File: src/hw/rtl/ahfe_pkg.sv
// ----------------------------------------------------------------------------
// ahfe_pkg
// shared types, codes and character tables of the ascii header frame extractor
// ----------------------------------------------------------------------------
package ahfe_pkg;

    localparam int STORE_DEPTH = 128;
    localparam int ADDR_W      = $clog2(STORE_DEPTH);
    localparam int HDR_LEN     = 4;
    localparam int MIN_LEN     = 6;

    localparam logic [7:0] HEADER_SUM = 8'h83;
    localparam logic [7:0] CHR_LT     = 8'h3C; // '<'
    localparam logic [7:0] CHR_COLON  = 8'h3A; // ':'
    localparam logic [7:0] CHR_ZERO   = 8'h30; // '0'
    localparam logic [7:0] CHR_NINE   = 8'h39; // '9'

    typedef enum logic {
        OP_RX   = 1'b0,
        OP_READ = 1'b1
    } op_t;

    typedef enum logic [2:0] {
        ST_BUSY    = 3'd0,
        ST_ACCEPT  = 3'd1,
        ST_BAD_SUM = 3'd2,
        ST_BAD_LEN = 3'd3,
        ST_READ    = 3'd4
    } stat_t;

    typedef enum logic [1:0] {
        PH_HUNT   = 2'd0,
        PH_DIGITS = 2'd1,
        PH_BODY   = 2'd2
    } phase_t;

    // key tracker: 0..9 letters matched, then these codes
    localparam logic [3:0] KEY_ALL  = 4'd10;
    localparam logic [3:0] KEY_OK   = 4'd11;
    localparam logic [3:0] KEY_FAIL = 4'd12;

    typedef struct packed {
        op_t        op;
        logic [7:0] rx_byte;
        logic [6:0] read_index;
    } item_t;

    function automatic logic [7:0] hdr_char(input logic [1:0] k);
        logic [7:0] c;
        unique case (k)
            2'd0: c = 8'h3C; // '<'
            2'd1: c = 8'h6D; // 'm'
            2'd2: c = 8'h73; // 's'
            2'd3: c = 8'h67; // 'g'
            default: c = 8'h00;
        endcase
        return c;
    endfunction

    function automatic logic [7:0] key_char(input logic [3:0] k);
        logic [7:0] c;
        unique case (k)
            4'd0: c = 8'h64;    // 'd'
            4'd1: c = 8'h65;    // 'e'
            4'd2: c = 8'h76;    // 'v'
            4'd3: c = 8'h69;    // 'i'
            4'd4: c = 8'h63;    // 'c'
            4'd5: c = 8'h65;    // 'e'
            4'd6: c = 8'h4E;    // 'N'
            4'd7: c = 8'h61;    // 'a'
            4'd8: c = 8'h6D;    // 'm'
            4'd9: c = 8'h65;    // 'e'
            default: c = 8'h00;
        endcase
        return c;
    endfunction

endpackage

File: src/hw/rtl/ahfe_front.sv
// ----------------------------------------------------------------------------
// ahfe_front
// input side: takes transfers, tags them as receive or read, two-entry queue
// ----------------------------------------------------------------------------
module ahfe_front
    import ahfe_pkg::*;
(
    input  logic        aclk,
    input  logic        aresetn,
    input  logic        in_valid,
    output logic        in_ready,
    input  logic        in_action,
    input  logic [7:0]  in_byte,
    input  logic [6:0]  in_index,
    output logic        q_valid,
    output item_t       q_item,
    input  logic        q_pop
);

    item_t      entry_reg [2];
    logic       wr_ptr_reg, wr_ptr_next;
    logic       rd_ptr_reg, rd_ptr_next;
    logic [1:0] count_reg, count_next;
    logic       push;
    item_t      new_item;

    assign in_ready = (count_reg != 2'd2);
    assign push     = in_valid && in_ready;
    assign q_valid  = (count_reg != 2'd0);
    assign q_item   = entry_reg[rd_ptr_reg];

    always_comb begin
        new_item.op         = in_action ? OP_READ : OP_RX;
        new_item.rx_byte    = in_byte;
        new_item.read_index = in_index;
        wr_ptr_next = push ? ~wr_ptr_reg : wr_ptr_reg;
        rd_ptr_next = q_pop ? ~rd_ptr_reg : rd_ptr_reg;
        count_next  = count_reg + {1'b0, push} - {1'b0, q_pop};
    end

    always_ff @(posedge aclk) begin
        if (!aresetn) begin
            wr_ptr_reg <= 1'b0;
            rd_ptr_reg <= 1'b0;
            count_reg  <= 2'd0;
        end else begin
            wr_ptr_reg <= wr_ptr_next;
            rd_ptr_reg <= rd_ptr_next;
            count_reg  <= count_next;
        end
    end

    always_ff @(posedge aclk) begin
        if (push) begin
            entry_reg[wr_ptr_reg] <= new_item;
        end
    end

endmodule

File: src/hw/rtl/ahfe_back.sv
// ----------------------------------------------------------------------------
// ahfe_back
// frame engine: header hunt, length, checksum, key match, store and read
// ----------------------------------------------------------------------------
module ahfe_back
    import ahfe_pkg::*;
(
    input  logic        aclk,
    input  logic        aresetn,
    input  logic        q_valid,
    input  item_t       q_item,
    output logic        q_pop,
    output logic        out_valid,
    input  logic        out_ready,
    output stat_t       out_status,
    output logic [6:0]  out_length,
    output logic        out_key_flag,
    output logic [7:0]  out_data
);

    logic [7:0] store_mem [STORE_DEPTH];

    phase_t     phase_reg, phase_next;
    logic [1:0] hdr_cnt_reg, hdr_cnt_next;
    logic [6:0] decl_reg, decl_next;
    logic [6:0] bcnt_reg, bcnt_next;
    logic [7:0] sum_reg, sum_next;
    logic [6:0] stored_reg, stored_next;
    logic [3:0] key_reg, key_next;
    logic       flag_reg, flag_next;

    logic       out_valid_reg;
    stat_t      out_status_reg;
    logic [6:0] out_len_reg;
    logic       out_flag_reg;
    logic       out_mem_reg;
    logic [7:0] out_const_reg;
    logic [7:0] mem_rd_reg;

    stat_t      status_next;
    logic       use_mem_next;
    logic [7:0] const_next;
    logic       mem_we, mem_re;
    logic [7:0] c;
    logic       is_digit;
    logic [3:0] digit;
    logic [6:0] decl_sum;
    logic       finish;

    assign q_pop  = q_valid && (!out_valid_reg || out_ready);
    assign c      = q_item.rx_byte;
    assign is_digit = (c >= CHR_ZERO) && (c <= CHR_NINE);
    assign digit  = 4'(c - CHR_ZERO);
    assign decl_sum = decl_reg + 7'(digit);

    always_comb begin
        phase_next   = phase_reg;
        hdr_cnt_next = hdr_cnt_reg;
        decl_next    = decl_reg;
        bcnt_next    = bcnt_reg;
        sum_next     = sum_reg;
        stored_next  = stored_reg;
        key_next     = key_reg;
        flag_next    = flag_reg;
        status_next  = ST_BUSY;
        use_mem_next = 1'b0;
        const_next   = 8'h00;
        mem_we       = 1'b0;
        mem_re       = 1'b0;
        finish       = 1'b0;

        if (q_item.op == OP_READ) begin
            status_next = ST_READ;
            if (q_item.read_index < stored_reg) begin
                if (q_item.read_index < 7'(HDR_LEN)) begin
                    const_next = hdr_char(q_item.read_index[1:0]);
                end else if (9'(q_item.read_index) < 9'(STORE_DEPTH)) begin
                    use_mem_next = 1'b1;
                    mem_re       = 1'b1;
                end
            end
        end else begin
            unique case (phase_reg)
                PH_HUNT: begin
                    if (c == hdr_char(hdr_cnt_reg)) begin
                        if (hdr_cnt_reg == 2'd3) begin
                            hdr_cnt_next = 2'd0;
                            phase_next   = PH_DIGITS;
                            bcnt_next    = 7'(HDR_LEN);
                            sum_next     = HEADER_SUM;
                            decl_next    = 7'd0;
                            key_next     = 4'd0;
                            stored_next  = 7'd0;
                            flag_next    = 1'b0;
                        end else begin
                            hdr_cnt_next = hdr_cnt_reg + 2'd1;
                        end
                    end else begin
                        hdr_cnt_next = (c == CHR_LT) ? 2'd1 : 2'd0;
                    end
                end
                PH_DIGITS: begin
                    mem_we   = (9'(bcnt_reg) < 9'(STORE_DEPTH));
                    sum_next = sum_reg + c;
                    if (bcnt_reg == 7'(HDR_LEN)) begin
                        decl_next = is_digit ? 7'(7'(digit) * 7'd10) : 7'h7F;
                        bcnt_next = 7'd5;
                    end else begin
                        bcnt_next = 7'd6;
                        if (!is_digit || decl_reg > 7'd90) begin
                            phase_next  = PH_HUNT;
                            status_next = ST_BAD_LEN;
                        end else begin
                            decl_next = decl_sum;
                            if (decl_sum < 7'(MIN_LEN) ||
                                9'(decl_sum) > 9'(STORE_DEPTH)) begin
                                phase_next  = PH_HUNT;
                                status_next = ST_BAD_LEN;
                            end else if (decl_sum == 7'(MIN_LEN)) begin
                                finish = 1'b1;
                            end else begin
                                phase_next = PH_BODY;
                            end
                        end
                    end
                end
                PH_BODY: begin
                    mem_we   = (9'(bcnt_reg) < 9'(STORE_DEPTH));
                    sum_next = sum_reg + c;
                    if (key_reg < KEY_ALL) begin
                        key_next = (c == key_char(key_reg)) ? key_reg + 4'd1 : KEY_FAIL;
                    end else if (key_reg == KEY_ALL && c == CHR_COLON) begin
                        key_next = KEY_OK;
                    end
                    bcnt_next = bcnt_reg + 7'd1;
                    finish    = (bcnt_next >= decl_reg);
                end
                default: begin
                    phase_next = PH_HUNT;
                end
            endcase

            if (finish) begin
                phase_next = PH_HUNT;
                if (sum_next != 8'h00) begin
                    status_next = ST_BAD_SUM;
                end else begin
                    status_next = ST_ACCEPT;
                    stored_next = decl_next;
                    flag_next   = (key_next == KEY_OK);
                end
            end
        end
    end

    always_ff @(posedge aclk) begin
        if (!aresetn) begin
            phase_reg     <= PH_HUNT;
            hdr_cnt_reg   <= 2'd0;
            decl_reg      <= 7'd0;
            bcnt_reg      <= 7'd0;
            sum_reg       <= 8'h00;
            stored_reg    <= 7'd0;
            key_reg       <= 4'd0;
            flag_reg      <= 1'b0;
            out_valid_reg <= 1'b0;
        end else begin
            if (q_pop) begin
                phase_reg     <= phase_next;
                hdr_cnt_reg   <= hdr_cnt_next;
                decl_reg      <= decl_next;
                bcnt_reg      <= bcnt_next;
                sum_reg       <= sum_next;
                stored_reg    <= stored_next;
                key_reg       <= key_next;
                flag_reg      <= flag_next;
                out_valid_reg <= 1'b1;
            end else if (out_ready) begin
                out_valid_reg <= 1'b0;
            end
        end
    end

    // result payload, held while the receiver stalls
    always_ff @(posedge aclk) begin
        if (q_pop) begin
            out_status_reg <= status_next;
            out_len_reg    <= stored_next;
            out_flag_reg   <= flag_next;
            out_mem_reg    <= use_mem_next;
            out_const_reg  <= const_next;
        end
    end

    always_ff @(posedge aclk) begin
        if (q_pop && mem_we) begin
            store_mem[ADDR_W'(bcnt_reg)] <= c;
        end
        if (q_pop && mem_re) begin
            mem_rd_reg <= store_mem[ADDR_W'(q_item.read_index)];
        end
    end

    assign out_valid    = out_valid_reg;
    assign out_status   = out_status_reg;
    assign out_length   = out_len_reg;
    assign out_key_flag = out_flag_reg;
    assign out_data     = out_mem_reg ? mem_rd_reg : out_const_reg;

    a_accept_len: assert property (@(posedge aclk) disable iff (!aresetn)
        out_valid_reg && out_status_reg == ST_ACCEPT |-> out_len_reg >= 7'(MIN_LEN))
        else $error("accepted frame shorter than header and digits");

    a_drop_hunts: assert property (@(posedge aclk) disable iff (!aresetn)
        q_pop && (status_next == ST_ACCEPT || status_next == ST_BAD_SUM ||
                  status_next == ST_BAD_LEN) |=> phase_reg == PH_HUNT)
        else $error("frame end did not return to hunting");

    a_body_count: assert property (@(posedge aclk) disable iff (!aresetn)
        phase_reg == PH_BODY |-> bcnt_reg < decl_reg)
        else $error("body byte count ran past declared length");

    a_key_flag: assert property (@(posedge aclk) disable iff (!aresetn)
        flag_reg |-> stored_reg != 7'd0)
        else $error("key flag set without a stored frame");

endmodule

File: src/hw/rtl/ascii_header_frame_extractor_unit.sv
// ----------------------------------------------------------------------------
// ascii_header_frame_extractor_unit
// finds "<msg" frames in a byte stream, checks them and serves stored bytes
// ----------------------------------------------------------------------------
// usage
//   slave channel: each transfer is one action; s_tuser low means a received
//   byte in s_tdata[7:0], s_tuser high means a read of the stored frame at
//   offset s_tdata[14:8]
//   master channel: exactly one result transfer per slave transfer, in order;
//   m_tuser carries the status code, m_tdata the stored frame length, the
//   device name key flag and the read byte
//   path: a taken transfer passes through the queue, then the engine's result
//   register with the store read port
//   throughput: one transfer per cycle sustained while m_tready stays high, set by the single
//   per-byte state update and the one read/write port of the frame store
//   reset: hunting for a header, no stored frame (length 0, all reads give 0);
//   the frame store needs no clearing pass
//   stall: while m_tready is low the result is held; the two-entry queue
//   keeps taking transfers until it is full, then s_tready drops
// ----------------------------------------------------------------------------
module ascii_header_frame_extractor_unit
    import ahfe_pkg::*;
(
    input  logic        aclk,
    input  logic        aresetn,
    input  logic        s_tvalid,
    output logic        s_tready,
    input  logic [15:0] s_tdata,   // [7:0] rx_byte, [14:8] read_index, [15] zero
    input  logic [0:0]  s_tuser,   // [0] action
    output logic        m_tvalid,
    input  logic        m_tready,
    output logic [15:0] m_tdata,   // [6:0] frame_length, [7] is_device_name_key,
                                   // [15:8] read_data
    output logic [2:0]  m_tuser    // [2:0] status
);

    item_t      q_item;
    logic       q_valid;
    logic       q_pop;
    stat_t      out_status;
    logic [6:0] out_length;
    logic       out_key_flag;
    logic [7:0] out_data;

    // front end: accepts and tags transfers into the short queue
    ahfe_front u_front (
        .aclk      (aclk),
        .aresetn   (aresetn),
        .in_valid  (s_tvalid),
        .in_ready  (s_tready),
        .in_action (s_tuser[0]),
        .in_byte   (s_tdata[7:0]),
        .in_index  (s_tdata[14:8]),
        .q_valid   (q_valid),
        .q_item    (q_item),
        .q_pop     (q_pop)
    );

    // back end: frame engine, store and result register
    ahfe_back u_back (
        .aclk         (aclk),
        .aresetn      (aresetn),
        .q_valid      (q_valid),
        .q_item       (q_item),
        .q_pop        (q_pop),
        .out_valid    (m_tvalid),
        .out_ready    (m_tready),
        .out_status   (out_status),
        .out_length   (out_length),
        .out_key_flag (out_key_flag),
        .out_data     (out_data)
    );

    assign m_tuser = out_status;
    assign m_tdata = {out_data, out_key_flag, out_length};

endmodule
File: config.mk
export PLATFORM = sky130hd
export DESIGN_NAME = ascii_header_frame_extractor_unit
export DESIGN_NICKNAME = d
export VERILOG_FILES = /design/src/hw/rtl/ahfe_pkg.sv /design/src/hw/rtl/ahfe_front.sv /design/src/hw/rtl/ahfe_back.sv /design/src/hw/rtl/ascii_header_frame_extractor_unit.sv
export SDC_FILE = /design/constraint.sdc
export NUM_CORES = 2
export LEC_CHECK = 0
export ABC_AREA = 0
export ABC_CLOCK_PERIOD_IN_PS = 8600
export BUFFER_PORTS_ARGS = -buffer_cell sky130_fd_sc_hd__clkbuf_2
export CORE_MARGIN = 5
export CORE_UTILIZATION = 60
export DETAILED_ROUTE_END_ITERATION = 6
export GPL_TIMING_DRIVEN = 0
export MAX_ROUTING_LAYER = met4
export PLACE_DENSITY = 0.75
export SYNTH_ARGS = -nofsm -noshare
export SYNTH_HDL_FRONTEND = slang
export SYNTH_SLANG_ARGS = --single-unit
File: constraint.sdc
create_clock -name aclk -period 8.6 [get_ports aclk]
set_clock_uncertainty 0.15 [all_clocks]
set_input_delay 0 -clock aclk [delete_from_list [all_inputs] [get_ports aclk]]
set_output_delay 0 -clock aclk [all_outputs]
set_load 0.005 [all_outputs]
# ---- Word-level counts from Yosys, hierarchy flattened
# Memory sizes are Yosys's and may differ from the RTL's. A register that Yosys moved wholly into a read port is not among the register bits.
# Index checks and enable logic that the tools add are counted.
dict set report totals {
  latchBits 0
  regBits 63
  n_memories 3
  in_bits 21
  mem_bits_ro 112
  out_inout_bits 21
  word_cells 167
  ramBits 1056
}
# memory words word_bits read_ports rd_clocked_by_memory_dff wr line_no
set memory_table {}
lappend memory_table {u_back.store_mem 128 8 1 1 1 ahfe_back.sv:21} ;# logic [7:0] store_mem [STORE_DEPTH];
lappend memory_table {{(no name shown)} 16 7 1 1 0 ahfe_pkg.sv:62} ;# unique case (k)
lappend memory_table {u_front.entry_reg 2 16 1 1 1 ahfe_front.sv:20} ;# item_t entry_reg [2];
dict set report classes {
  n_bitwise 3
  div_mod_pow 0
  add_sub_neg 8
  n_eq_ne 24
  shifts 0
  n_reduce_logical 23
  mux 80
  n_mul 1
  magnitude_cmp 8
}
# operator count
set ops {}
lappend ops {{two-way mux 7 bit} 13}
lappend ops {{two-way mux 8 bit} 9}
lappend ops {{case mux 8 bit (4 select lines)} 2}
lappend ops {{two-way mux 4 bit} 8}
lappend ops {{two-way mux 1 bit} 26}
lappend ops {{two-way mux 2 bit} 12}
lappend ops {{case mux 7 bit (3 select lines)} 1}
lappend ops {{== test 8 x 6 -> 1 bit (second input constant)} 2}
lappend ops {{== test 8 bit} 2}
lappend ops {{case mux 8 bit (2 select lines)} 1}
lappend ops {{== test 7 x 3 -> 1 bit (second input constant)} 2}
lappend ops {{less-than comparator 7 x 3 -> 1 bit (second input constant)} 2}
lappend ops {{case mux 7 bit (2 select lines)} 1}
lappend ops {{two-way mux 3 bit} 4}
lappend ops {{== test 2 bit (second input constant)} 5}
lappend ops {{adder 8 bit} 1}
lappend ops {{== test 4 bit (second input constant)} 2}
lappend ops {{>= comparator 8 x 6 -> 1 bit (second input constant)} 1}
lappend ops {{<= comparator 8 x 6 -> 1 bit (second input constant)} 1}
lappend ops {{case mux 4 bit (2 select lines)} 1}
lappend ops {{nonzero test 8 bit} 1}
lappend ops {{adder 7 x 1 -> 7 bit (second input constant)} 1}
lappend ops {{adder 7 x 4 -> 7 bit} 1}
lappend ops {{>= comparator 7 bit} 1}
lappend ops {{29 further kinds} 47}

# ---- Longest topological paths before layout
dict set report depth {
  word_depth 13
  depth_mapped 16
  ltp_nobuf 13
}

# ---- Modules after synthesis
# A second synthesis with hierarchy kept.
dict set report hier_totals {
  hier_cells 2264
  hier_area_um2 45936.6
}
# module area_each_um2 seq_area_each_um2 cells_per_inst instances
set modules_own_cells {}
lappend modules_own_cells {ahfe_back 44508.9 32451.1 2185 1}
lappend modules_own_cells {ahfe_front 1420.1 1061.0 78 1}
lappend modules_own_cells {ascii_header_frame_extractor_unit 7.5 0.0 1 1}

# ---- Worst setup path before layout
# No wires, ideal clock.
dict set report synth_timing {
  path_kind {flip-flop to flip-flop}
  startpoint {reg with a tool-made name}
  endpoint {reg u_back.out_len_reg[0], in the netlist u_back.out_length[0], data pin}
  path_buffers 2
  arrival_ps 4559
  synth_period_minus_slack_ps 4978
  setup_ps 269
  stages_incl_launch_ff 14
  t_required_ps 8181
  slack_ps 3622
  cell_sequence {dfxtp_1 > buf_6 > mux2i_1 > inv_1 > ha_1 > a211oi_1 > nor2_1 > xor2_1 > or4_1 > o21ai_0 > and4b_4 > and3b_1 > buf_6 > mux2i_1}
}
# item line_no
set synth_rtl {}
lappend synth_rtl {{to (signal assigned)} ahfe_back.sv:188} ;# out_len_reg <= stored_next;
lappend synth_rtl {{to (decl)} ahfe_back.sv:34} ;# logic [6:0] out_len_reg;

==> impl_results.rst <==
.. list-table::
   :header-rows: 1

   * - Metric
     - Value
   * - Run status
     - finished, final reports clean
   * - Global route overflow
     - 0
   * - Number of max-slew violations in the final report
     - 0
   * - NetSw
     - 0.00576 W
   * - Power Internal
     - 0.0106 W
   * - Total of warnings raised by yosys
     - 0
   * - Cts hold-fix bufs
     - 35
   * - Maximum clock frequency
     - 0.153 GHz
   * - Effective utilization at floorplan
     - 60.4%
   * - Worst slew slack as a fraction of its limit
     - 7.78%
   * - Worst path max stage delay
     - 0.82 ns
   * - Weighted congestion reported at the end of routability-driven placement
     - 1.09
   * - Gate count of the mapped netlist
     - 3789
   * - GR Layer Usage met2
     - 52.3%
   * - Area enclosed by the die boundary
     - 85200 um2
   * - Net count of the mapped netlist
     - 3861
   * - Flip-flop cell with the highest count after synthesis
     - sky130_fd_sc_hd__edfxtp_1
   * - Final worst-path cycle share
     - 76.2%
   * - Clock Power Share
     - 30.2%
   * - Core Footprint
     - 78900 um2
   * - Min-delay worst type
     - in -> reg
   * - Clock tree sinks
     - 1133
   * - Final HPWL DP
     - 105000 um
   * - Number of standard-cell rows in the floorplan
     - 103
   * - Unique masters post-synth
     - 94
   * - Total iterations of the first detailed-routing run
     - 7
   * - Syn Std Cell Area
     - 47700 um2
   * - Dominant delay contributor by cell family on the critical path
     - buffers and inverters
   * - DRT antenna net count
     - 0
   * - Clk slew on worst S/H paths
     - 0.06 ns
   * - Insertion delay of the later-clocked pin in the worst-skew pair
     - 0.71 ns
   * - Via count of the first global-routing pass
     - 32400
   * - Die extent in y
     - 292 um
   * - Number of flops mapped to enable cells by yosys
     - 1082
   * - Met1 track demand over resource
     - 47.5%
   * - Busiest grt layer
     - met2
   * - Buffer type at the clock tree root
     - sky130_fd_sc_hd__clkbuf_16
   * - Met3 track utilization from global routing
     - 12.4%
   * - Detailed-route wire length
     - 157000 um
   * - Via density per instance
     - 6.68
   * - Via count
     - 34500
   * - Antenna violations before repair
     - 14
   * - Largest buffer count on any clock path
     - 3
   * - Comb power frac
     - 29.1%
   * - Worst setup SP type
     - register
   * - Cell area power density
     - 305 nW/um2
   * - Total DRC errors in the routed layout
     - 0
   * - Largest voltage drop on the vdd net
     - 0.380 mV
   * - Max_cap viols
     - 0
   * - Buf+Inv Stages, Crit Path
     - 7
   * - Number of setup buffers added after CTS
     - 0
   * - Final Hold Violating Endpoints
     - 0
   * - Leakage power
     - 18.5 nW
   * - Slew at the pin with the worst max-slew slack
     - 1.38 ns
   * - Number of flip-flops under the largest register name
     - 1024
   * - Seq/Total Area, Yosys
     - 70.3%
   * - Kind of capture point of the worst setup path
     - register
   * - Share of final-layout standard cells stronger than drive strength 1
     - 9.84%
   * - Register bit total from synthesis
     - 1133
   * - Slowest stage cell, crit path
     - sky130_fd_sc_hd__buf_1
   * - Worst slack after detailed placement
     - 2.36 ns
   * - Share of total power in sequential cells
     - 40.6%
   * - TritonCTS clock tree
     - done
   * - Highest-count cells in the layout ignoring fill and taps
     - sky130_fd_sc_hd__edfxtp_1, sky130_fd_sc_hd__nand2_1, sky130_fd_sc_hd__nand3_1, sky130_fd_sc_hd__nor2_1, sky130_fd_sc_hd__clkbuf_16
   * - Final WS setup
     - 2.04 ns
   * - Worst path required time
     - 8.76 ns
   * - Number of levels the H-tree was split into
     - 3
   * - Mean instance size in the synthesized netlist
     - 12.6 um2
   * - Switching share of power
     - 35.3%
   * - Layout net count
     - 4059
   * - Unrepaired setup endpoints after global routing
     - false
   * - Summed negative setup slack over all endpoints
     - 0 ns
   * - Critical path peak fanout
     - 13
   * - Detailed-route wire length per cell
     - 30.4 um
   * - Worst path arrival time
     - 6.72 ns
   * - Commonest non-fill, non-tap cell in the layout
     - sky130_fd_sc_hd__edfxtp_1
   * - Width of the chip
     - 292 um
   * - Final Setup Violations
     - 0
   * - Aggregate global-route resource usage
     - 36.9%
   * - Fraction of registers with async set/reset
     - 0%
   * - Number of instances resized during post-cts repair
     - 0
   * - First-pass GRT wire length
     - 221000 um
   * - Hold Worst Slack
     - 0.0943 ns
   * - Initial drt markers
     - 6620
   * - Area added between synthesis and finish
     - 12.2%
   * - Critical setup path kind
     - reg -> reg
   * - Buffers on Ports
     - 40
   * - Largest net degree at the start of global routing
     - 134
   * - Number of ports placed on the die boundary
     - 42
   * - Critical path, cell by cell
     - buf_6, buf_8, mux2i_1, inv_2, buf_2, buf_2, buf_1, buf_2, ha_1, a21boi_0, o21a_1, o21a_1, o21a_1, o21ai_1, a21boi_0, nor4b_2
   * - Crit path time final
     - 6.56 ns
   * - Number of buffers added by the clock tree synthesis step
     - 114
## cell type report
type | count | area, um2
Clock buffer | 139 | 3000
Sequential cell | 1133 | 33500
Multi-Input combinational cell | 2373 | 12800
Fill cell | 5559 | 25400
Antenna cell | 17 | 42.5
Timing Repair Buffer | 82 | 723
Clock inverter | 77 | 679
Tap cell | 1050 | 1310
Buffer | 230 | 1130
Inverter | 53 | 219
## path summary, 6_finish.rpt
check / from / endpoint / slack [ns] / cells past startpoint
worst min-delay path: m_tready / u_back.out_valid$_SDFFE_PN0P_ / 0.09 / 5
worst max register to register: register / u_back.mem_rd_reg[7]$_DFFE_PP_ / 2.04 / 16
worst max-delay path: register / u_back.mem_rd_reg[7]$_DFFE_PP_ / 2.04 / 16
worst min register to register: u_back.flag_reg$_SDFFE_PN0P_ / u_back.flag_reg$_SDFFE_PN0P_ / 0.32 / 1
## synthesized netlist by cell type, drive strengths merged, types with 15 or more instances
master | count | area, um2
buf | 141 | 800
mux4 | 17 | 383
clkbuf | 89 | 335
dfxtp | 51 | 1020
a21oi | 58 | 294
nand4 | 18 | 119
nor2 | 204 | 771
xnor2 | 18 | 158
nand3 | 398 | 2000
and3 | 109 | 682
a32oi | 30 | 263
nand2 | 1001 | 3760
inv | 53 | 199
ha | 48 | 601
nor3 | 16 | 90.1
a211oi | 15 | 118
edfxtp | 1082 | 32500
a31oi | 102 | 644
mux2i | 65 | 704
a311oi | 44 | 385
o21ai | 35 | 175
## kinds of logic after synthesis
family | synth area share, %
compound gates | 5.72
xor+xnor | 0.567
fa+ha+maj | 1.39
buf+inv | 2.80
flops | 70.3
mux | 2.61
simple gates | 16.6
## power groups by stage
stage / combinational, W / sequential, W / clock (W)
finish: 0.00475 / 0.00662 / 0.00493
global route: 0.00483 / 0.00663 / 0.00514
CTS: 0.00448 / 0.00662 / 0.00490
detailed placement: 0.00444 / 0.00674 / 0
global placement: 0.00430 / 0.00682 / 0
floorplan: 0.00241 / 0.00676 / 0
## metal layers
layer / wire, um / vias to the layer above
met5: 0 / -
li1: - / 14300
met1: 54100 / 16600
met3: 24300 / 583
met2: 67700 / 2917
met4: 10400 / 0
## tightest hold or removal path, delay by kind of cell
kind | cells | cell delay [ns]
buf+inv | 2 | 0.61
simple gates | 3 | 0.26
## stage by stage
| step | cell area, um2 | instances | total power, W | utilization [%] |
|---|---|---|---|---|
| after floorplan | 47700 | 3789 | 0.00917 | - |
| after CTS | 53400 | 5137 | 0.0160 | 67.7 |
| final | 53500 | 5154 | 0.0163 | 67.8 |
| after detailed placement | 49400 | 4886 | 0.0112 | 62.6 |
| after global routing | 53500 | 5151 | 0.0166 | 67.8 |
| after global placement | 49200 | 4879 | 0.0111 | 62.3 |
(Power assumes the default switching activity.)
